## src/ordered_record_list_assert.svh

```systemverilog
// Assertion macros for the ordered record list.
// Used at the end of the top level; assumes clk and arst_n are in scope.
`ifndef ORDERED_RECORD_LIST_ASSERT_SVH
`define ORDERED_RECORD_LIST_ASSERT_SVH

// same-cycle implication
`define ORL_ASSERT_IMPLY(label, ante, cons, msg) \
	label: assert property (@(posedge clk) disable iff (!arst_n) (ante) |-> (cons)) \
		else $error(msg);

// next-cycle implication
`define ORL_ASSERT_NEXT(label, ante, cons, msg) \
	label: assert property (@(posedge clk) disable iff (!arst_n) (ante) |=> (cons)) \
		else $error(msg);

`endif

```

## src/orl_ram.sv

```systemverilog
// Simple dual-port synchronous RAM, one write and one registered read port.
// Generic; no package dependency.
`default_nettype none

module orl_ram #(
	parameter int WIDTH = 8,
	parameter int DEPTH = 64,
	localparam int AW = $clog2(DEPTH)
) (
	input  wire logic             clk,
	input  wire logic             we,
	input  wire logic [AW-1:0]    waddr,
	input  wire logic [WIDTH-1:0] wdata,
	input  wire logic [AW-1:0]    raddr,
	output logic      [WIDTH-1:0] rdata
);

	logic [WIDTH-1:0] mem [DEPTH];

	always_ff @(posedge clk) begin
		if (we) begin
			mem[waddr] <= wdata;
		end
	end

	always_ff @(posedge clk) begin
		rdata <= mem[raddr];
	end

endmodule

`default_nettype wire

```

## config.mk

```make
export PLATFORM = sky130hd
export DESIGN_NAME = orl_ram
export DESIGN_NICKNAME = d
export VERILOG_FILES = /design/src/ordered_record_list_assert.svh /design/src/orl_ram.sv
export SDC_FILE = /design/constraint.sdc
export NUM_CORES = 1
export LEC_CHECK = 0
export BUFFER_PORTS_ARGS = -buffer_cell sky130_fd_sc_hd__buf_2
export CORE_ASPECT_RATIO = 1.2
export CORE_MARGIN = 1
export CORE_UTILIZATION = 62
export CTS_CLUSTER_SIZE = 12
export DETAILED_ROUTE_END_ITERATION = 16
export PLACE_DENSITY = 0.79
export SLEW_MARGIN = 20
export SYNTH_ARGS = -nofsm -noshare
export SYNTH_HDL_FRONTEND = slang
export SYNTH_SLANG_ARGS = --single-unit
```

## constraint.sdc

```tcl
create_clock -name clk -period 2.1 [get_ports clk]
set_input_delay 0 -clock clk [delete_from_list [all_inputs] [get_ports clk]]
set_output_delay 0 -clock clk [all_outputs]
set_load 0.01 [all_outputs]
```

==> results of run 1 <==
[per-stage QoR]
stage | total power, uW | setup WS [ps] | util, % | setup TNS (ps) | cell area (um^2)
floorplan | 12300 | 408 | - | 0 | 20200
global placement | 12900 | 93.5 | 67.4 | 0 | 21700
detailed placement | 12900 | -76.1 | 67.4 | -76.1 | 21700
CTS | 20900 | 47.6 | 72.1 | 0 | 23200
global route | 21300 | 26.1 | 72.2 | 0 | 23200
finish | 20800 | 85.9 | 72.2 | 0 | 23200
[per-layer routing]
layer	up-vias	track usage, %
met4	0	10.4
li1	4261	-
met5	-	0
met1	5232	37.9
met2	628	46.2
met3	109	6.12
[Yosys cell counts, types with 6 or more instances]
| cell type | n |
|---|---|
| mux2_2 | 13 |
| nand2_1 | 19 |
| nor2b_1 | 14 |
| mux4_2 | 126 |
| edfxtp_1 | 512 |
| buf_2 | 11 |
| nand3_1 | 13 |
| clkbuf_1 | 17 |
| nand2b_1 | 7 |
| mux2i_1 | 23 |
| o221ai_1 | 8 |
| o22ai_1 | 8 |
| a221oi_1 | 6 |
| dfxtp_1 | 8 |
| buf_4 | 13 |
| nor2_1 | 83 |
| nor3_1 | 7 |
[sequential cells by signal, indices dropped and copies added, names as in the netlist]
register,count
mem,512
rdata,8
[worst paths after layout]
kind	endpoint
worst max-delay path	rdata[4]
worst min-delay path	mem[17][7]
worst max register to register	rdata[4]
worst min register to register	rdata[6]
[cells in the final DEF, fill, tap and decap left out, types with 4 or more instances in the layout]
master	count
edfxtp_1	512
mux4_2	126
buf_4	122
nor2_1	83
clkbuf_16	53
clkbuf_1	25
buf_2	24
mux2i_1	23
nand2_1	19
nor2b_1	14
mux2_2	13
nand3_1	13
buf_12	13
dlygate4sd3_1	9
o221ai_1	8
o22ai_1	8
dfxtp_1	8
nand2b_1	7
nor3_1	6
a221oi_1	6
a211oi_1	4
[repair_timing]
item / in CTS / in global routing
setup endpoints to repair: 0 / 1
gates resized for setup: 0 / 1
hold buffers: 9 / 0
hold endpoints to repair: 111 / 0
setup buffers: 0 / 0
[report_power, final]
group / leakage, uW / internal (uW) / switching, uW
combinational: 0.00217 / 491 / 688
sequential: 0.00467 / 11500 / 35.6
clock: 0.000696 / 4600 / 3520
total: 0.00754 / 16600 / 4250
[cell type report]
type                    instances  share of cell area [%]
diodes                          2                  0.0216
well taps                     407                    2.19
clock inverters                 4                  0.0809
clock buffers                  78                    6.12
flip-flops and latches        520                    66.9
repair buffers                169                    6.03
multi-input cells             369                    18.6
[cells by family after synthesis]
group                  synth area share [%]
AO/OA/AOI/OAI                          2.07
flip-flops                             77.0
multiplexers                           15.9
buffers and inverters                  1.57
AND/OR/NAND/NOR                        3.39
[worst max-delay path: cells and delay by family, from the launching register on]
family          cells  cell delay, ps
compound gates      2             420
simple gates        1             310
mux                 2             750
flops               1             380
==> out/metrics.csv, run 1 <==
metric,value,unit
top_layer,met4,
outcome,finished with violations,
portBuffers,29,
htree_levels,2,
dieArea,33300,um^2
clockRootBuffer,clkbuf_16,
maxCapViolCount,0,
fillers,1743,
reg2reg_depth,5,
drt-initial-drc-count,1353,
drive_gt1_share,31.4,%
whs,-15.6,ps
cpMaxStageDelayCell,mux4_2,
area_growth,15.1,%
synth_top_cell_by_area,edfxtp_1,
yosysWarnings,0,
rsz0062_at_grt,false,
initial_core_util,62.7,%
die_y,200,um
endpoint_kind,flip-flop,
hold_path_depth,1,
slew_viol_final,0,
wl_met3,4340,um
crit_arrival,2440,ps
wl_met2,22400,um
max_freq,496,MHz
clkLatencyLatePin,570,ps
hpwl,28200,um
cts_buffer_depth,3,
timing.slew.headroom,44.7,%
grt_pass1_vias,10400,
crit_start,mem[20][4],
cp.required,2530,ps
drt_wl_total,45000,um
grt_max_degree,65,
synth_cell_types,40,
synthFlopType,edfxtp_1,
dr_total_vias,10200,
multi_input_area,4320,um^2
p_leak,0.00754,uW
peakVddDrop,0.000669,V
crit_type,reg -> reg,
violations,hold timing,
antenna_left,0,
regArea,15500,um^2
vias_per_cell,6.60,
r2r_start,mem[20][4],
drc,0,
yosys-top-cells-area,"edfxtp_1 76%, mux4_2 14%, nor2_1 1.5%",
skew,15.7,ps
yosysSeqAreaShare,77.0,%
pwr_density_cell,897,nW/um^2
ys_seq_elements,520,
numCtsBuffers,50,
path_clk_slew,60,ps
min_path_type,in -> reg,
wl_per_cell,29.1,um
syn_nets,962,
drt-met1-wl,16800,um
cpPeakStageDelay,470,ps
nNetsFinal,1132,
crit_path_start_kind,flip-flop,
final_cells,1549,
max_slew.worst_pin.slew,829,ps
grt_usage,28.2,%
core.rowCount,72,
gp_congestion,0.863,
r2r_slack,90,ps
coreArea,32200,um^2
crit_chain,mux4_2 > mux2_2 > o221a_2 > nor3_1 > o32ai_1,
syn_area,20200,um^2
antenna_found_initial,1,
finalSetupViolations,0,
period_needed,2010,ps
tritoncts,built,
synth_edf_count,512,
die_w,167,um
grt_overflow,0,
grt_pass1_wl,66700,um
period_share,95.9,%
synth_top_area_share,76.2,%
numPlacedInstances,1456,
first_pass_iters,6,
synth.avg_cell_area,21.5,um^2
hold_violations,8,
synthArstFlopShare,0,%
ios,30,
min-delay-start,wdata[7],
crit_path_max_fanout,1,
clock_sinks,520,
syn_inst,940,
(Power assumes the default switching activity.)
==> run 2, diff against run 1 <==
- ABC_CLOCK_PERIOD_IN_PS: unset -> 2100
- RECOVER_POWER: unset -> 50
==> run 2 against run 1 <==
  * The flow finishes with violations (capacitance limit, slew limit)
  * Register-to-register slack about the same
  * Combinational power about the same
  * Critical path depth unchanged
  * Core utilization decreased by 0.20 points
  * Final cell count unchanged
  * Critical path type unchanged
  * First-iteration DRC count decreased by 1.2%
  * Hold slack improved by 150 ps
==> out/metrics.csv, run 2 (same netlist as run 1, synthesis figures left out) <==
metric,value,unit
ios,30,
die_w,167,um
coreArea,32200,um^2
nNetsFinal,1132,
min_path_type,in -> reg,
outcome,finished with violations,
setup_ws,87.0,ps
dr_total_vias,10200,
max_slew.worst_pin.slew,1960,ps
core.rowCount,72,
tritoncts,built,
slew_viol_final,106,
layout_common_cells,"512 x edfxtp_1, 126 x mux4_2, 111 x buf_4, 83 x nor2_1, 53 x clkbuf_16",
violations,"capacitance limit, slew limit",
multi_input_area,4320,um^2
path_clk_slew,60,ps
crit_family,multiplexers,
drt-met1-wl,16600,um
die_y,200,um
clockRootBuffer,clkbuf_16,
drt-initial-drc-count,1337,
clkLatencyLatePin,570,ps
max_freq,497,MHz
fin_total_pwr,20800,uW
crit_path_start_kind,flip-flop,
portBuffers,29,
grt_overflow,0,
grt_pass1_vias,10400,
finalSetupViolations,0,
period_needed,2010,ps
area_growth,14.8,%
endpoint_kind,flip-flop,
skew,20.2,ps
grt_max_degree,65,
maxCapViolCount,3,
cpMaxStageDelayCell,mux4_2,
hpwl,28200,um
p_leak,0.00748,uW
tns,0,ps
hold_violations,0,
cts_buffer_depth,3,
cp.required,2530,ps
rsz0062_at_grt,false,
crit_arrival,2450,ps
regArea,15500,um^2
pre_cts_slack,-76.1,ps
numCtsBuffers,50,
path_buf_inv,0,
drive_gt1_share,29.9,%
whs,136,ps
htree_levels,2,
wl_per_cell,29.1,um
gp_congestion,0.863,
antenna_left,0,
clock_sinks,520,
post-route-util,72.0,%
dieArea,33300,um^2
largest_register_ff_count,512,
wl_met3,4720,um
wl_met2,22500,um
top_layer,met4,
period_share,95.9,%
pwr_density_cell,900,nW/um^2
drc,0,
drt_wl_total,45100,um
grt_pass1_wl,66700,um
fillers,1762,
cts_setup_buffers,0,
crit_chain,mux4_2 > mux2_2 > o221a_2 > nor3_1 > o32ai_1,
peakVddDrop,0.000667,V
final_common_cell,edfxtp_1,
initial_core_util,62.7,%
timing.slew.headroom,-30.9,%
reg_top3,"mem x512, rdata x8",
cpPeakStageDelay,470,ps
first_pass_iters,5,
vias_per_cell,6.60,
grt_usage,28.2,%
crit_type,reg -> reg,
antenna_found_initial,1,
top_register,mem,
crit_path_max_fanout,1,
run 2: cell count changes in the layout (fill, tap and decap cells not counted), sizes merged:
cell | previous run | this run
clkbuf | 79 | 102
buf | 159 | 136
run 2: worst paths after layout:
kind	start	end	slack [ps]	cells past startpoint
hold reg to reg	mem[30][6]	rdata[6]	830	3
setup reg to reg	mem[20][4]	rdata[4]	90	5
setup / recovery	mem[20][4]	rdata[4]	90	5
hold / removal	raddr[4]	rdata[4]	140	4
run 2: timing repair:
action / CTS / global route
endpoints found under the setup margin: 0 / 1
hold buffers: 9 / 0
endpoints found under the hold margin: 111 / 0
gates resized for setup: 0 / 1
run 2: stage by stage:
step	area [um^2]	cells
floorplan	20200	940
global placement	21700	1456
detailed placement	21700	1456
CTS	23200	1547
global route	23100	1548
finish	23100	1549
run 2: final cells by class:
class	instances	share of cell area, %
clock inverter	4	0.0811
antenna	2	0.0216
sequential	520	67.1
timing repair buffer	169	5.77
clock buffer	78	6.14
tap	407	2.20
multi-input combinational	369	18.7
run 2: where the power goes:
part / internal (uW) / switching (uW) / leakage (uW) / total [uW]
combinational: 475 / 688 / 0.00211 / 1160
sequential: 11500 / 36.3 / 0.00467 / 11500
clock: 4590 / 3540 / 0.000696 / 8140
total: 16600 / 4270 / 0.00748 / 20800
run 2: tightest hold or removal path: stages:
cell,delay (ps)
buf_2,220
nand3_1,200
nand3_1,90
o32ai_1,130
run 2: layer usage:
metal	GRT usage (%)	vias to the layer above
met5	0	-
li1	-	4261
met1	37.9	5194
met4	10.4	0
met2	46.2	674
met3	6.12	95
