<file path="config.mk">
export PLATFORM = sky130hd
export DESIGN_NAME = orl_ctrl
export DESIGN_NICKNAME = d
export VERILOG_FILES = /design/src/ordered_record_list_assert.svh /design/src/orl_pkg.sv /design/src/orl_ctrl.sv
export SDC_FILE = /design/constraint.sdc
export NUM_CORES = 1
export LEC_CHECK = 0
export BUFFER_PORTS_ARGS = -buffer_cell sky130_fd_sc_hd__buf_4
export CAP_MARGIN = 20
export CORE_MARGIN = 2
export CORE_UTILIZATION = 38
export DETAILED_ROUTE_END_ITERATION = 8
export SYNTH_ARGS = -nofsm -noshare
export SYNTH_HDL_FRONTEND = slang
export SYNTH_SLANG_ARGS = --single-unit
</file>
<file path="constraint.sdc">
create_clock -name clk -period 2.7 [get_ports clk]
set_input_delay 0.135 -clock clk [delete_from_list [all_inputs] [get_ports clk]]
set_output_delay 0.135 -clock clk [all_outputs]
set_load 0.01 [all_outputs]
</file>
<file path="src/ordered_record_list_assert.svh">
// Assertion macros for the ordered record list.
// Used at the end of the top level; assumes clk and arst_n are in scope.
`ifndef ORDERED_RECORD_LIST_ASSERT_SVH
`define ORDERED_RECORD_LIST_ASSERT_SVH

// same-cycle implication
`define ORL_ASSERT_IMPLY(label, ante, cons, msg) \
	label: assert property (@(posedge clk) disable iff (!arst_n) (ante) |-> (cons)) \
		else $error(msg);

// next-cycle implication
`define ORL_ASSERT_NEXT(label, ante, cons, msg) \
	label: assert property (@(posedge clk) disable iff (!arst_n) (ante) |=> (cons)) \
		else $error(msg);

`endif

</file>
<file path="src/orl_pkg.sv">
// Shared types and constants for the ordered record list.
// No dependencies; imported by orl_ctrl and ordered_record_list.
`default_nettype none

package orl_pkg;

	localparam int ORL_CAPACITY = 64;
	localparam int IDX_W        = $clog2(ORL_CAPACITY);
	localparam int CNT_W        = 7;

	localparam logic [1:0] FUNC_INSERT = 2'd0;
	localparam logic [1:0] FUNC_DELETE = 2'd1;
	localparam logic [1:0] FUNC_SEARCH = 2'd2;

	typedef struct packed {
		logic [1:0]         func;
		logic [CNT_W-1:0]   position;
		logic signed [31:0] record_key;
		logic [63:0]        record_payload;
	} cmd_t;

	typedef struct packed {
		logic               ok;
		logic [CNT_W-1:0]   found_position;
		logic signed [31:0] out_key;
		logic [63:0]        out_payload;
		logic [CNT_W-1:0]   list_length;
		logic               list_empty;
	} res_t;

	typedef struct packed {
		logic signed [31:0] key;
		logic [63:0]        payload;
	} rec_t;

endpackage

`default_nettype wire

</file>
<file path="src/orl_ctrl.sv">
// Command sequencer: validates commands, walks the record RAM one entry per
// cycle for shifts and searches, and registers the result. Uses orl_pkg.
`default_nettype none

module orl_ctrl (
	input  wire logic                 clk,
	input  wire logic                 arst_n,
	input  wire logic                 start,
	output logic                      busy,
	input  wire orl_pkg::cmd_t        cmd,
	output logic                      done,
	output orl_pkg::res_t             result,
	output logic                      mem_we,
	output logic [orl_pkg::IDX_W-1:0] mem_waddr,
	output orl_pkg::rec_t             mem_wdata,
	output logic [orl_pkg::IDX_W-1:0] mem_raddr,
	input  wire orl_pkg::rec_t        mem_rdata
);

	import orl_pkg::*;

	typedef enum logic {
		ST_IDLE,
		ST_RUN
	} state_t;

	state_t           state_q;
	cmd_t             cmd_q;
	logic [CNT_W-1:0] count_q;
	logic [IDX_W-1:0] rd_addr_q;
	logic [IDX_W-1:0] end_q;
	logic             up_q;
	logic             rd_more_q;
	logic             rd_act_s1;
	logic [IDX_W-1:0] rd_addr_s1;
	rec_t             removed_q;
	logic             done_q;
	res_t             result_q;

	logic [CNT_W-1:0] pos_m1;
	logic [CNT_W-1:0] cmd_q_pos_m1;
	logic [CNT_W-1:0] count_m1;
	logic             ins_ok;
	logic             del_ok;
	logic             match;
	logic             drained;
	logic [IDX_W-1:0] first_del;

	assign pos_m1       = cmd.position - CNT_W'(1);
	assign cmd_q_pos_m1 = cmd_q.position - CNT_W'(1);
	assign count_m1     = count_q - CNT_W'(1);
	assign first_del    = cmd_q_pos_m1[IDX_W-1:0];

	assign ins_ok = (count_q < CNT_W'(ORL_CAPACITY)) && (cmd.position != '0)
		&& (pos_m1 <= count_q);
	assign del_ok = (cmd.position != '0) && (cmd.position <= count_q);

	assign match   = rd_act_s1 && (cmd_q.func == FUNC_SEARCH)
		&& (mem_rdata.key == cmd_q.record_key);
	assign drained = !rd_more_q && !rd_act_s1;

	assign mem_raddr = rd_addr_q;

	always_comb begin
		mem_we    = 1'b0;
		mem_waddr = rd_addr_s1;
		mem_wdata = mem_rdata;
		if (state_q == ST_RUN) begin
			if (rd_act_s1 && cmd_q.func == FUNC_INSERT) begin
				mem_we    = 1'b1;
				mem_waddr = rd_addr_s1 + IDX_W'(1);
			end else if (rd_act_s1 && cmd_q.func == FUNC_DELETE && rd_addr_s1 != first_del) begin
				mem_we    = 1'b1;
				mem_waddr = rd_addr_s1 - IDX_W'(1);
			end else if (drained && cmd_q.func == FUNC_INSERT) begin
				mem_we            = 1'b1;
				mem_waddr         = cmd_q_pos_m1[IDX_W-1:0];
				mem_wdata.key     = cmd_q.record_key;
				mem_wdata.payload = cmd_q.record_payload;
			end
		end
	end

	always_ff @(posedge clk or negedge arst_n) begin
		if (!arst_n) begin
			state_q    <= ST_IDLE;
			count_q    <= '0;
			rd_more_q  <= 1'b0;
			rd_act_s1  <= 1'b0;
			done_q     <= 1'b0;
			up_q       <= 1'b0;
			rd_addr_q  <= '0;
			end_q      <= '0;
			rd_addr_s1 <= '0;
			cmd_q      <= '0;
			removed_q  <= '0;
			result_q   <= '0;
		end else begin
			done_q <= 1'b0;
			case (state_q)
				ST_IDLE: begin
					rd_act_s1 <= 1'b0;
					if (start) begin
						cmd_q <= cmd;
						case (cmd.func)
							FUNC_INSERT: begin
								rd_addr_q <= count_m1[IDX_W-1:0];
								end_q     <= pos_m1[IDX_W-1:0];
								up_q      <= 1'b0;
								rd_more_q <= (pos_m1 != count_q);
							end
							FUNC_DELETE: begin
								rd_addr_q <= pos_m1[IDX_W-1:0];
								end_q     <= count_m1[IDX_W-1:0];
								up_q      <= 1'b1;
								rd_more_q <= 1'b1;
							end
							default: begin
								rd_addr_q <= '0;
								end_q     <= count_m1[IDX_W-1:0];
								up_q      <= 1'b1;
								rd_more_q <= (count_q != '0);
							end
						endcase
						if ((cmd.func == FUNC_INSERT && ins_ok)
							|| (cmd.func == FUNC_DELETE && del_ok)
							|| (cmd.func == FUNC_SEARCH)) begin
							state_q <= ST_RUN;
						end else begin
							done_q               <= 1'b1;
							result_q             <= '0;
							result_q.list_length <= count_q;
							result_q.list_empty  <= (count_q == '0);
						end
					end
				end
				ST_RUN: begin
					if (rd_more_q) begin
						rd_act_s1  <= 1'b1;
						rd_addr_s1 <= rd_addr_q;
						if (rd_addr_q == end_q) begin
							rd_more_q <= 1'b0;
						end else if (up_q) begin
							rd_addr_q <= rd_addr_q + IDX_W'(1);
						end else begin
							rd_addr_q <= rd_addr_q - IDX_W'(1);
						end
					end else begin
						rd_act_s1 <= 1'b0;
					end
					if (rd_act_s1 && cmd_q.func == FUNC_DELETE && rd_addr_s1 == first_del) begin
						removed_q <= mem_rdata;
					end
					if (match) begin
						state_q                 <= ST_IDLE;
						rd_more_q               <= 1'b0;
						rd_act_s1               <= 1'b0;
						done_q                  <= 1'b1;
						result_q.ok             <= 1'b1;
						result_q.found_position <= CNT_W'(rd_addr_s1) + CNT_W'(1);
						result_q.out_key        <= mem_rdata.key;
						result_q.out_payload    <= mem_rdata.payload;
						result_q.list_length    <= count_q;
						result_q.list_empty     <= (count_q == '0);
					end else if (drained) begin
						state_q  <= ST_IDLE;
						done_q   <= 1'b1;
						result_q <= '0;
						case (cmd_q.func)
							FUNC_INSERT: begin
								count_q              <= count_q + CNT_W'(1);
								result_q.ok          <= 1'b1;
								result_q.list_length <= count_q + CNT_W'(1);
								result_q.list_empty  <= 1'b0;
							end
							FUNC_DELETE: begin
								count_q              <= count_m1;
								result_q.ok          <= 1'b1;
								result_q.out_key     <= removed_q.key;
								result_q.out_payload <= removed_q.payload;
								result_q.list_length <= count_m1;
								result_q.list_empty  <= (count_m1 == '0);
							end
							default: begin
								result_q.list_length <= count_q;
								result_q.list_empty  <= (count_q == '0);
							end
						endcase
					end
				end
				default: begin
					state_q <= ST_IDLE;
				end
			endcase
		end
	end

	assign busy   = (state_q == ST_RUN);
	assign done   = done_q;
	assign result = result_q;

endmodule

`default_nettype wire

</file>
==> impl_metrics.env, run 1 <==
export IMPL_startpoint_type="flop"
export IMPL_fin_tns_setup_ns=-1.27
export IMPL_hold_viol=0
export IMPL_gp_congestion=0.864
export IMPL_dieArea_mm2=0.0459
export IMPL_initial_core_util_pct=38.2
export IMPL_critPathCapture="mem_waddr[2]"
export IMPL_seqPwrFrac_pct=29.8
export IMPL_wl_mm=63.8
export IMPL_grt_pass1_vias=16000
export IMPL_dp_cells=2683
export IMPL_first_pass_iters=5
export IMPL_dp_hpwl_mm=39.3
export IMPL_critPathKind="reg2out"
export IMPL_tightest_slew_ns=0.669
export IMPL_max_stage_delay_ns=0.39
export IMPL_syn_nets=1916
export IMPL_switching_share_pct=39.3
export IMPL_numPortBuffers=426
export IMPL_cp_data_required_time_ns=2.57
export IMPL_synth_main_ff_cell="dfrtp_1"
export IMPL_synth_seq_cells=342
export IMPL_crit_fanout=5
export IMPL_synth_edf_count=0
export IMPL_synth_top_area_share_pct=50.9
export IMPL_synth_area_leaders="dfrtp_1 51%, mux2_2 13%, nand2_1 7.8%"
export IMPL_fin_skew_ns=0.0235
export IMPL_synth_area_mm2=0.0168
export IMPL_syn_avg_cell_area_um2=9.98
export IMPL_cp_end_kind="output pin"
export IMPL_slew_headroom_pct=55.1
export IMPL_grt_pass1_wl_mm=94.2
export IMPL_overflow=0
export IMPL_p_leak_nw=12.2
export IMPL_cp_cell_sequence="inv_1 -> ha_4 -> xnor2_2 -> nor2_1 -> o31ai_4 -> a31oi_4 -> buf_6 -> nand2_2 -> mux2i_1 -> o31a_1 -> buf_4"
export IMPL_clock_path_buffers=3
export IMPL_hold_path_class="in2reg"
export IMPL_postSynth_asyncResetShare_pct=100
export IMPL_drv_cap=0
export IMPL_netSwitchingPower_mw=11.3
export IMPL_slowest_stage="dfrtp_1"
export IMPL_clock_latency_ns=0.56
export IMPL_synth_top_area_cell="dfrtp_1"
export IMPL_root_buffer="clkbuf_16"
export IMPL_outcome="complete, but fails checks"
export IMPL_cts_sinks=342
export IMPL_drc=0
export IMPL_cts_tree="done"
export IMPL_whs_path_depth=5
export IMPL_nFillCells=3477
export IMPL_placementRows=77
export IMPL_final_max_slew_violation_count=0
export IMPL_r2r_cells=10
export IMPL_synth_cell_types=59
export IMPL_vdd_drop_max_uv=595
export IMPL_coreArea_mm2=0.0439
export IMPL_layout_drive_gt1_share_pct=44.5
export IMPL_num_vias=15800
export IMPL_dpl_worst_slack_ns=-0.257
export IMPL_cts_buffers=40
export IMPL_synth_warnings=0
export IMPL_dr_first_iter_drc_count=928
export IMPL_rsz0062_at_grt="true"
export IMPL_wl_per_cell_um=21.1
export IMPL_startpoint="cmd_q[97]$_DFFE_PN0P_"
export IMPL_fp_dieW_um=214
export IMPL_yosysSeqAreaShare_pct=50.9
export IMPL_reg2reg_from="cmd_q[89]$_DFFE_PN0P_"
export IMPL_area_growth_pct=61.8
export IMPL_r2r_end="result[110]$_DFFE_PN0P_"
export IMPL_final_setup_worst_slack_ns=-0.126
export IMPL_grt_start_max_net_pins=113
export IMPL_finish_cell_count_without_fillers=3024
export IMPL_htree_levels=2
export IMPL_postSynthCellCount=1684
export IMPL_regToRegSetupSlack_ns=-0.06
export IMPL_timing_fmax_mhz=354
export IMPL_power_density_mw_per_mm2=1060
export IMPL_io_pins=427
export IMPL_via_per_inst=5.21
export IMPL_placed_area_mm2=0.0213
export IMPL_track_usage_pct=26.3
export IMPL_post_route_period_util_pct=105
export IMPL_cts_clk_slew_worst_paths_ns=0.06
export IMPL_p_comb_share_pct=50.7
export IMPL_violations="negative setup slack"
export IMPL_p_total_mw=28.7
export IMPL_die_y_um=214
export IMPL_internal_power_mw=17.4
export IMPL_fin_crit_ns=2.83
export IMPL_setup_viol=48
export IMPL_clock_power_share_pct=19.6
export IMPL_antenna_found_initial=5
export IMPL_final_area_mm2=0.0272
export IMPL_ant_nets=0
export IMPL_nets=2630
export IMPL_critPathArrivalTime_ns=2.69
-- repair_timing --
item	CTS	global route
cloned	12	25
hold buffers	200	0
endpoints found under the hold margin	354	0
setup buffers	14	17
setup endpoints to repair	215	207
gates resized for setup	54	309
pin swaps	15	15
-- registers in the layout (all words and copies together) (netlist names) --
signal and cells:
cmd_q 104, up_q 1, rd_more_q 1, done 1
rd_addr_s1 6, mem_raddr 6, busy 1, end_q 6
removed_q 96, count_q 7, rd_act_s1 1, result 112
-- worst max-delay path, delay by kind of cell, from the launching register on --
family	cells	cell delay, ns
compound gates	3	0.65
xor+xnor	1	0.13
fa+ha+maj	1	0.18
buf+inv	3	0.41
flops	1	0.39
mux	1	0.23
simple gates	2	0.15
-- cells in the mapped netlist (5+ instances only) --
library cell	n
a211oi_1	5
a21oi_1	136
a22oi_1	100
a31oi_1	5
buf_2	25
buf_4	5
clkbuf_1	72
dfrtp_1	342
ha_1	27
inv_1	34
mux2_2	195
nand2_1	348
nand2b_1	9
nand3_1	10
nand4_1	9
nor2_1	145
nor2b_1	8
nor3_1	15
nor4_1	13
o21ai_0	37
o22ai_1	7
xnor2_1	35
xor2_1	38
-- layout by cell type (no fill, tap or decap), drive strengths merged, types with 8 or more instances in the layout --
master         n
buf          553
nand2        348
dfrtp        342
dlygate4sd3  200
mux2         197
nor2         145
a21oi        136
a22oi        100
clkbuf        80
xor2          38
o21ai         37
xnor2         35
inv           35
ha            27
nor3          15
nor4          13
nand3         10
nand4          9
nand2b         9
nor2b          8
-- worst min-delay path by stage --
stage	slack, ns	startpoint	end
after CTS	0.006	cmd[97]	cmd_q[97]$_DFFE_PN0P_
after floorplan	-0.16	arst_n	busy$_DFF_PN0_
final	0.04	cmd[97]	cmd_q[97]$_DFFE_PN0P_
after detailed placement	0.14	arst_n	cmd_q[96]$_DFFE_PN0P_
after global placement	0.14	arst_n	cmd_q[96]$_DFFE_PN0P_
after global routing	0.07	start	rd_more_q$_DFFE_PN0P_
-- cells by family (layout without fill, tap and decap cells) --
group / count (synthesis) / count (layout) / share of synthesized area (%)
buffers and inverters: 138 / 880 / 3.38
multiplexers: 201 / 201 / 13.4
other: 0 / 5 / 0
adder cells (fa/ha/maj): 28 / 28 / 2.13
AND/OR/NAND/NOR: 583 / 584 / 14.4
flip-flops: 342 / 342 / 50.9
XOR/XNOR: 74 / 74 / 3.94
AO/OA/AOI/OAI: 318 / 318 / 11.8
-- cell type report --
type / instances / area [um^2] / area share (%)
multi-input combinational: 1205 / 9000 / 33.1
timing repair buffer: 774 / 7390 / 27.2
clock buffer: 59 / 1170 / 4.31
sequential: 342 / 8560 / 31.5
clock inverter: 12 / 185 / 0.681
inverter: 35 / 131 / 0.483
antenna: 5 / 12.5 / 0.0460
tap: 592 / 741 / 2.72
-- metrics by stage --
step | hold WS [ns] | utilization [%]
finish | 0.0388 | 61.9
global route | 0.0674 | 61.9
CTS | 0.00633 | 57.5
detailed placement | 0.141 | 48.4
global placement | 0.142 | 48.4
floorplan | -0.161 | -
-- per-layer routing --
layer | wire, um | vias to the layer above | part of all wire (%) | track usage (%)
li1 | - | 7255 | - | -
met1 | 26800 | 7805 | 42 | 33.8
met2 | 30400 | 573 | 48 | 42.7
met3 | 4430 | 119 | 6.9 | 6.55
met4 | 2120 | 0 | 3.3 | 10.2
met5 | 0 | - | 0 | 0
-- power by group through the flow --
stage	combinational [mW]	clock, mW	sequential, mW
after global routing	15.6	5.94	8.76
after floorplan	5.31	0	8.29
final	14.5	5.62	8.54
after CTS	11.4	5.75	8.20
after detailed placement	10.3	0	8.23
after global placement	10.2	0	8.18
(Power assumes the default switching activity.)
==> inputs of run 2 (changes only) <==
--- a/config.mk
+++ b/config.mk
@@ -8,8 +8,11 @@
 export BUFFER_PORTS_ARGS = -buffer_cell sky130_fd_sc_hd__buf_4
 export CAP_MARGIN = 20
 export CORE_MARGIN = 2
-export CORE_UTILIZATION = 38
+export CORE_UTILIZATION = 45
 export DETAILED_ROUTE_END_ITERATION = 8
+export GPL_ROUTABILITY_DRIVEN = 0
+export PLACE_DENSITY = 0.72
+export SLEW_MARGIN = 30
 export SYNTH_ARGS = -nofsm -noshare
 export SYNTH_HDL_FRONTEND = slang
 export SYNTH_SLANG_ARGS = --single-unit
==> run 2 against run 1 <==
Net effect: the flow still finishes with violations (negative setup slack); combinational power is 4% lower; die area down 15%; cell count fell by 4.9%; largest power group unchanged; via count grew 3.8%; wire length is 1.1% higher; utilization rose by 9.4 points.
==> impl_metrics.env, run 2 (synthesis results as in run 1) <==
export IMPL_outcome="complete, but fails checks"
export IMPL_violations="negative setup slack"
export IMPL_slowest_stage="dfrtp_1"
export IMPL_wl_per_cell_um=22.4
export IMPL_antenna_found_initial=2
export IMPL_fin_skew_ns=0.0220
export IMPL_fp_dieW_um=197
export IMPL_clock_latency_ns=0.57
export IMPL_path_common_cell="buf_6"
export IMPL_io_pins=427
export IMPL_p_leak_nw=12.0
export IMPL_hold_viol=0
export IMPL_area_growth_pct=55.8
export IMPL_cp_data_required_time_ns=2.57
export IMPL_htree_levels=2
export IMPL_dr_first_iter_drc_count=1240
export IMPL_crit_fanout=6
export IMPL_hold_path_class="in2async"
export IMPL_startpoint_type="flop"
export IMPL_p_total_mw=27.6
export IMPL_mostFrequentLayoutCell="buf_4"
export IMPL_cp_end_kind="output pin"
export IMPL_numPortBuffers=426
export IMPL_finish_cell_count_without_fillers=2875
export IMPL_dpl_worst_slack_ns=-0.366
export IMPL_critPathArrivalTime_ns=2.75
export IMPL_cts_buffers=39
export IMPL_final_cell_mix="482 x buf_4, 346 x nand2_1, 340 x dfrtp_1"
export IMPL_initial_core_util_pct=45.8
export IMPL_num_vias=16400
export IMPL_dieArea_mm2=0.0389
export IMPL_root_buffer="clkbuf_16"
export IMPL_die_y_um=197
export IMPL_largest_reg_flops=112
export IMPL_wl_mm=64.5
export IMPL_first_pass_iters=5
export IMPL_cts_tree="done"
export IMPL_drv_cap=0
export IMPL_clock_path_buffers=3
export IMPL_nFillCells=2414
export IMPL_fin_crit_ns=2.88
export IMPL_max_stage_delay_ns=0.42
export IMPL_overflow=0
export IMPL_post_route_period_util_pct=107
export IMPL_timing_fmax_mhz=347
export IMPL_cts_clk_slew_worst_paths_ns=0.06
export IMPL_layout_drive_gt1_share_pct=40.2
export IMPL_grt_pass1_vias=16400
export IMPL_holdWs_ns=0.0637
export IMPL_cts_sinks=342
export IMPL_via_per_inst=5.69
export IMPL_final_util_pct=71.3
export IMPL_track_usage_pct=30.1
export IMPL_dp_hpwl_mm=36.4
export IMPL_r2r_cells=12
export IMPL_slew_headroom_pct=53.1
export IMPL_power_density_mw_per_mm2=1060
export IMPL_coreArea_mm2=0.0367
export IMPL_dp_cells=2549
export IMPL_nets=2608
export IMPL_setup_viol=106
export IMPL_cp_cell_sequence="inv_2 -> ha_4 -> nand3b_1 -> and3_4 -> o31ai_4 -> a31oi_4 -> buf_6 -> o21ai_2 -> o21ai_1 -> a22o_1 -> buf_6"
export IMPL_placementRows=70
export IMPL_final_max_slew_violation_count=0
export IMPL_vdd_drop_max_uv=601
export IMPL_final_setup_worst_slack_ns=-0.182
export IMPL_ant_nets=0
export IMPL_critPathKind="reg2out"
export IMPL_tightest_slew_ns=0.698
export IMPL_rsz0062_at_grt="true"
export IMPL_drc=0
export IMPL_grt_pass1_wl_mm=91.0
export IMPL_grt_start_max_net_pins=113
[run 2: changes by cell type in the layout (fill, tap and decap cells not counted), sizes merged, moves of 2 or more]
cell and delta:
diode -4, clkinv +3, bufinv -3, dlygate4sd3 +2, clkbuf -4, bufbuf +2, buf -22
[run 2: area by class of cell]
| class | instances | area [um^2] | share of cell area (%) |
|---|---|---|---|
| Sequential cell | 342 | 8560 | 32.7 |
| Multi-Input combinational cell | 1204 | 8460 | 32.3 |
| Timing Repair Buffer | 754 | 7140 | 27.3 |
| Clock buffer | 57 | 1150 | 4.41 |
| Tap cell | 468 | 586 | 2.24 |
| Inverter | 35 | 138 | 0.526 |
| Clock inverter | 14 | 124 | 0.473 |
| Antenna cell | 1 | 2.50 | 0.00956 |
[run 2: metal layers]
metal	track usage [%]	part of all wire, %
met4	15.3	5.2
met3	7.14	8.7
met5	0	0.026
met2	50.8	49
met1	36.1	37
[run 2: timing repair]
| action | 4_1_cts | 5_1_grt |
|---|---|---|
| gates cloned | 8 | 24 |
| setup buffers | 11 | 11 |
| resized for setup | 51 | 172 |
| endpoints found under the setup margin | 215 | 171 |
| hold endpoints to repair | 606 | 0 |
| hold buffers | 202 | 0 |
| pin swaps | 22 | 7 |
[run 2: path summary, 6_finish.rpt]
check                                           start                        end  slack, ns
worst max register to register  cmd_q[94]$_DFFE_PN0P_     result[23]$_DFFE_PN0P_      -0.12
worst max-delay path            cmd_q[97]$_DFFE_PN0P_               mem_waddr[1]      -0.18
worst min register to register  cmd_q[13]$_DFFE_PN0P_      cmd_q[13]$_DFFE_PN0P_       0.47
worst min-delay path                           arst_n  removed_q[61]$_DFFE_PN0P_       0.06
max in group asynchronous                      arst_n  removed_q[24]$_DFFE_PN0P_       1.63
min in group clk                              cmd[96]       end_q[0]$_DFFE_PN0P_       0.10
[run 2: power breakdown]
group / internal, mW / switching (mW) / leakage, nW
registers: 6.90 / 1.51 / 4.14
logic: 6.67 / 7.22 / 7.22
clock network: 3.09 / 2.23 / 0.633
[run 2: metrics by stage]
stage                     TNS, ns  instance area [um^2]
after CTS                  -0.413                 24900
after detailed placement   -32.20                 21000
after floorplan                 0                 16800
after global placement     -26.48                 21000
final                       -7.16                 26200
after global routing       -21.45                 26200
[run 2: critical path: cells and delay by family (launching register included)]
family / cells / cell delay [ns]
AOI/OAI and AO/OA: 5 / 0.87
DFF: 1 / 0.42
buffers and inverters: 3 / 0.38
and+or+nand+nor: 2 / 0.32
adders and majority gates: 1 / 0.18
==> inputs of run 3 (changes only) <==
--- a/config.mk
+++ b/config.mk
@@ -5,13 +5,15 @@
 export SDC_FILE = /design/constraint.sdc
 export NUM_CORES = 1
 export LEC_CHECK = 0
+export ABC_AREA = 1
 export BUFFER_PORTS_ARGS = -buffer_cell sky130_fd_sc_hd__buf_4
 export CAP_MARGIN = 20
 export CORE_MARGIN = 2
 export CORE_UTILIZATION = 45
 export DETAILED_ROUTE_END_ITERATION = 8
 export GPL_ROUTABILITY_DRIVEN = 0
-export PLACE_DENSITY = 0.72
+export GPL_TIMING_DRIVEN = 0
+export PLACE_DENSITY = 0.71
 export SLEW_MARGIN = 30
 export SYNTH_ARGS = -nofsm -noshare
 export SYNTH_HDL_FRONTEND = slang
==> run 3 against run 2 <==
Net effect: largest power group unchanged; largest cell class is now multi-input combinational cells; cell count is 37% higher; synthesized area increased by 13%; wire length rose by 14%; critical endpoint is now mem_wdata[80]; the run now ends clean.
==> impl_metrics.env, run 3 <==
export IMPL_outcome="complete, no violations"
export IMPL_dieArea_mm2=0.0440
export IMPL_root_buffer="clkbuf_16"
export IMPL_finish_cell_count_without_fillers=3953
export IMPL_fin_crit_ns=2.67
export IMPL_cts_buffers=39
export IMPL_cts_sinks=342
export IMPL_grt_pass1_vias=20500
export IMPL_wl_per_cell_um=18.6
export IMPL_drv_cap=0
export IMPL_placementRows=75
export IMPL_power_density_mw_per_mm2=932
export IMPL_largest_reg_flops=112
export IMPL_via_per_inst=5.38
export IMPL_regToRegSetupSlack_ns=0.07
export IMPL_yosysSeqAreaShare_pct=44.9
export IMPL_cp_cell_sequence="buf_4 -> nor2_4 -> clkinvlp_4 -> nor2_4 -> nand2_1 -> clkbuf_1 -> o21ai_0 -> buf_4"
export IMPL_dp_cells=3673
export IMPL_busiest_layer="met2"
export IMPL_met1_usage_pct=43.3
export IMPL_hold_path_class="in2async"
export IMPL_grt_start_max_net_pins=85
export IMPL_synth_top_area_cell="dfrtp_1"
export IMPL_postSynth_asyncResetShare_pct=100
export IMPL_io_pins=427
export IMPL_mostFrequentLayoutCell="nand2_1"
export IMPL_final_cell_mix="881 x nand2_1, 451 x buf_4, 339 x dfrtp_1"
export IMPL_grt_pass1_wl_mm=113
export IMPL_p_leak_nw=15.4
export IMPL_antenna_found_initial=1
export IMPL_fp_dieW_um=210
export IMPL_postSynthCellCount=2704
export IMPL_synth_seq_cells=342
export IMPL_drc=0
export IMPL_syn_avg_cell_area_um2=7.04
export IMPL_slowest_stage="o21ai_0"
export IMPL_fin_tns_setup_ns=0
export IMPL_dr_first_iter_drc_count=1991
export IMPL_max_stage_delay_ns=0.42
export IMPL_numPortBuffers=426
export IMPL_nets=3619
export IMPL_vdd_drop_max_uv=609
export IMPL_synth_cell_types=37
export IMPL_track_usage_pct=32.8
export IMPL_yosysMostFrequentCell="nand2_1"
export IMPL_initial_core_util_pct=45.5
export IMPL_timing_fmax_mhz=374
export IMPL_setup_viol=0
export IMPL_synth_area_leaders="dfrtp_1 45%, nand2_1 17%, nand3_1 6.7%"
export IMPL_crit_fanout=10
export IMPL_fin_skew_ns=0.0288
export IMPL_dp_hpwl_mm=53.0
export IMPL_startpoint_type="flop"
export IMPL_cts_tree="done"
export IMPL_synth_area_mm2=0.0190
export IMPL_reg2reg_from="cmd_q[103]$_DFFE_PN0P_"
export IMPL_cp_top_family="buffers and inverters"
export IMPL_final_max_slew_violation_count=0
export IMPL_clock_path_buffers=3
export IMPL_tightest_slew_ns=0.757
export IMPL_nFillCells=3609
export IMPL_rsz0062_at_grt="true"
export IMPL_r2r_end="result[96]$_DFFE_PN0P_"
export IMPL_clock_latency_ns=0.57
export IMPL_htree_levels=2
export IMPL_critPathArrivalTime_ns=2.54
export IMPL_synth_top_area_share_pct=44.9
export IMPL_coreArea_mm2=0.0419
export IMPL_first_pass_iters=6
export IMPL_cp_end_kind="output pin"
export IMPL_startpoint="cmd_q[104]$_DFFE_PN0P_"
export IMPL_die_y_um=210
export IMPL_ant_nets=0
export IMPL_num_vias=21300
export IMPL_hold_viol=0
export IMPL_wl_mm=73.7
export IMPL_cp_data_required_time_ns=2.57
export IMPL_synth_common_cells="885 x nand2_1, 342 x dfrtp_1, 275 x inv_1"
export IMPL_met2_usage_pct=53.5
export IMPL_layout_drive_gt1_share_pct=19.7
export IMPL_critPathBufInv=4
export IMPL_synth_edf_count=0
export IMPL_post_route_period_util_pct=98.9
export IMPL_grtUsageMet3_pct=5.54
export IMPL_cts_clk_slew_worst_paths_ns=0.06
export IMPL_syn_nets=2936
export IMPL_area_growth_pct=41.2
export IMPL_slew_headroom_pct=49.5
export IMPL_critPathKind="reg2out"
export IMPL_synth_main_ff_cell="dfrtp_1"
export IMPL_overflow=0
export IMPL_r2r_cells=11
export IMPL_synth_warnings=0
-- run 3: cell types whose count changed in the layout (fill, tap and decap cells not counted), sizes merged, moves of 97 or more --
cell,previous run,this run
nor2,145,258
nand4,9,106
nand3,10,257
a22oi,100,0
o21ai,37,182
mux2,197,0
nand2,348,887
inv,36,285
-- run 3: routing by layer --
| metal | wire length (um) | vias up | part of all wire (%) |
|---|---|---|---|
| met5 | 0 | - | 0 |
| met4 | 3480 | 0 | 4.7 |
| met3 | 6170 | 222 | 8.4 |
| met2 | 34000 | 1097 | 46 |
| met1 | 30000 | 9990 | 41 |
| li1 | - | 9956 | - |
-- run 3: timing repair --
action / CTS / global route
endpoints found under the hold margin: 561 / 0
buffers inserted: 7 / 8
hold buffers: 203 / 0
pin swaps: 4 / 6
setup endpoints to repair: 221 / 311
gates resized for setup: 80 / 117
-- run 3: worst reg2reg max path, delay by kind of cell, from the launching register on --
kind / cells / cell delay (ns)
AND/OR/NAND/NOR: 8 / 1.56
flip-flops: 1 / 0.45
buffers and inverters: 3 / 0.58
-- run 3: area by class of cell --
cell class | instances | area [um^2] | area share (%)
inverter | 286 | 1080 | 4.02
antenna | 2 | 5.00 | 0.0186
timing repair buffer | 648 | 5480 | 20.4
multi-input combinational | 1902 | 8960 | 33.3
clock buffer | 55 | 1160 | 4.30
sequential | 342 | 8560 | 31.8
buffer | 168 | 850 | 3.16
tap | 539 | 674 | 2.51
clock inverter | 11 | 140 | 0.521
-- run 3: worst max-delay path by stage --
stage	endpoint	cells after the start
2_1_floorplan	result[72]$_DFFE_PN0P_	18
3_3_place_gp	result[52]$_DFFE_PN0P_	1
3_5_place_dp	result[90]$_DFFE_PN0P_	19
4_1_cts	mem_wdata[8]	7
5_1_grt	mem_waddr[0]	15
6_report	mem_wdata[80]	8
-- run 3: stage by stage --
| step | hold slack, ns | util [%] | power (mW) | instance area [um^2] | setup slack (ns) |
|---|---|---|---|---|---|
| global route | 0.0773 | 64.3 | 26.7 | 26900 | -0.0197 |
| detailed placement | 0.0451 | 55.1 | 18.6 | 23000 | -1.09 |
| finish | 0.0639 | 64.3 | 25.1 | 26900 | 0.0291 |
| floorplan | -0.161 | - | 14.4 | 19000 | 0.203 |
| CTS | 0.0588 | 63.6 | 24.5 | 26600 | 0.000288 |
| global placement | 0.339 | 54.8 | 18.3 | 22900 | -1.73 |
-- run 3: kinds of logic after synthesis --
logic type	count (synthesis)	synth area share (%)
buf+inv	460	9.40
xor+xnor	41	1.89
fa+ha+maj	28	1.88
flops	342	44.9
simple gates	1532	33.7
compound gates	301	8.22
-- run 3: report_power, final --
group / switching (mW) / internal [mW]
Sequential: 1.26 / 6.78
Combinational: 7.35 / 4.22
Clock: 2.21 / 3.26
Total: 10.8 / 14.2
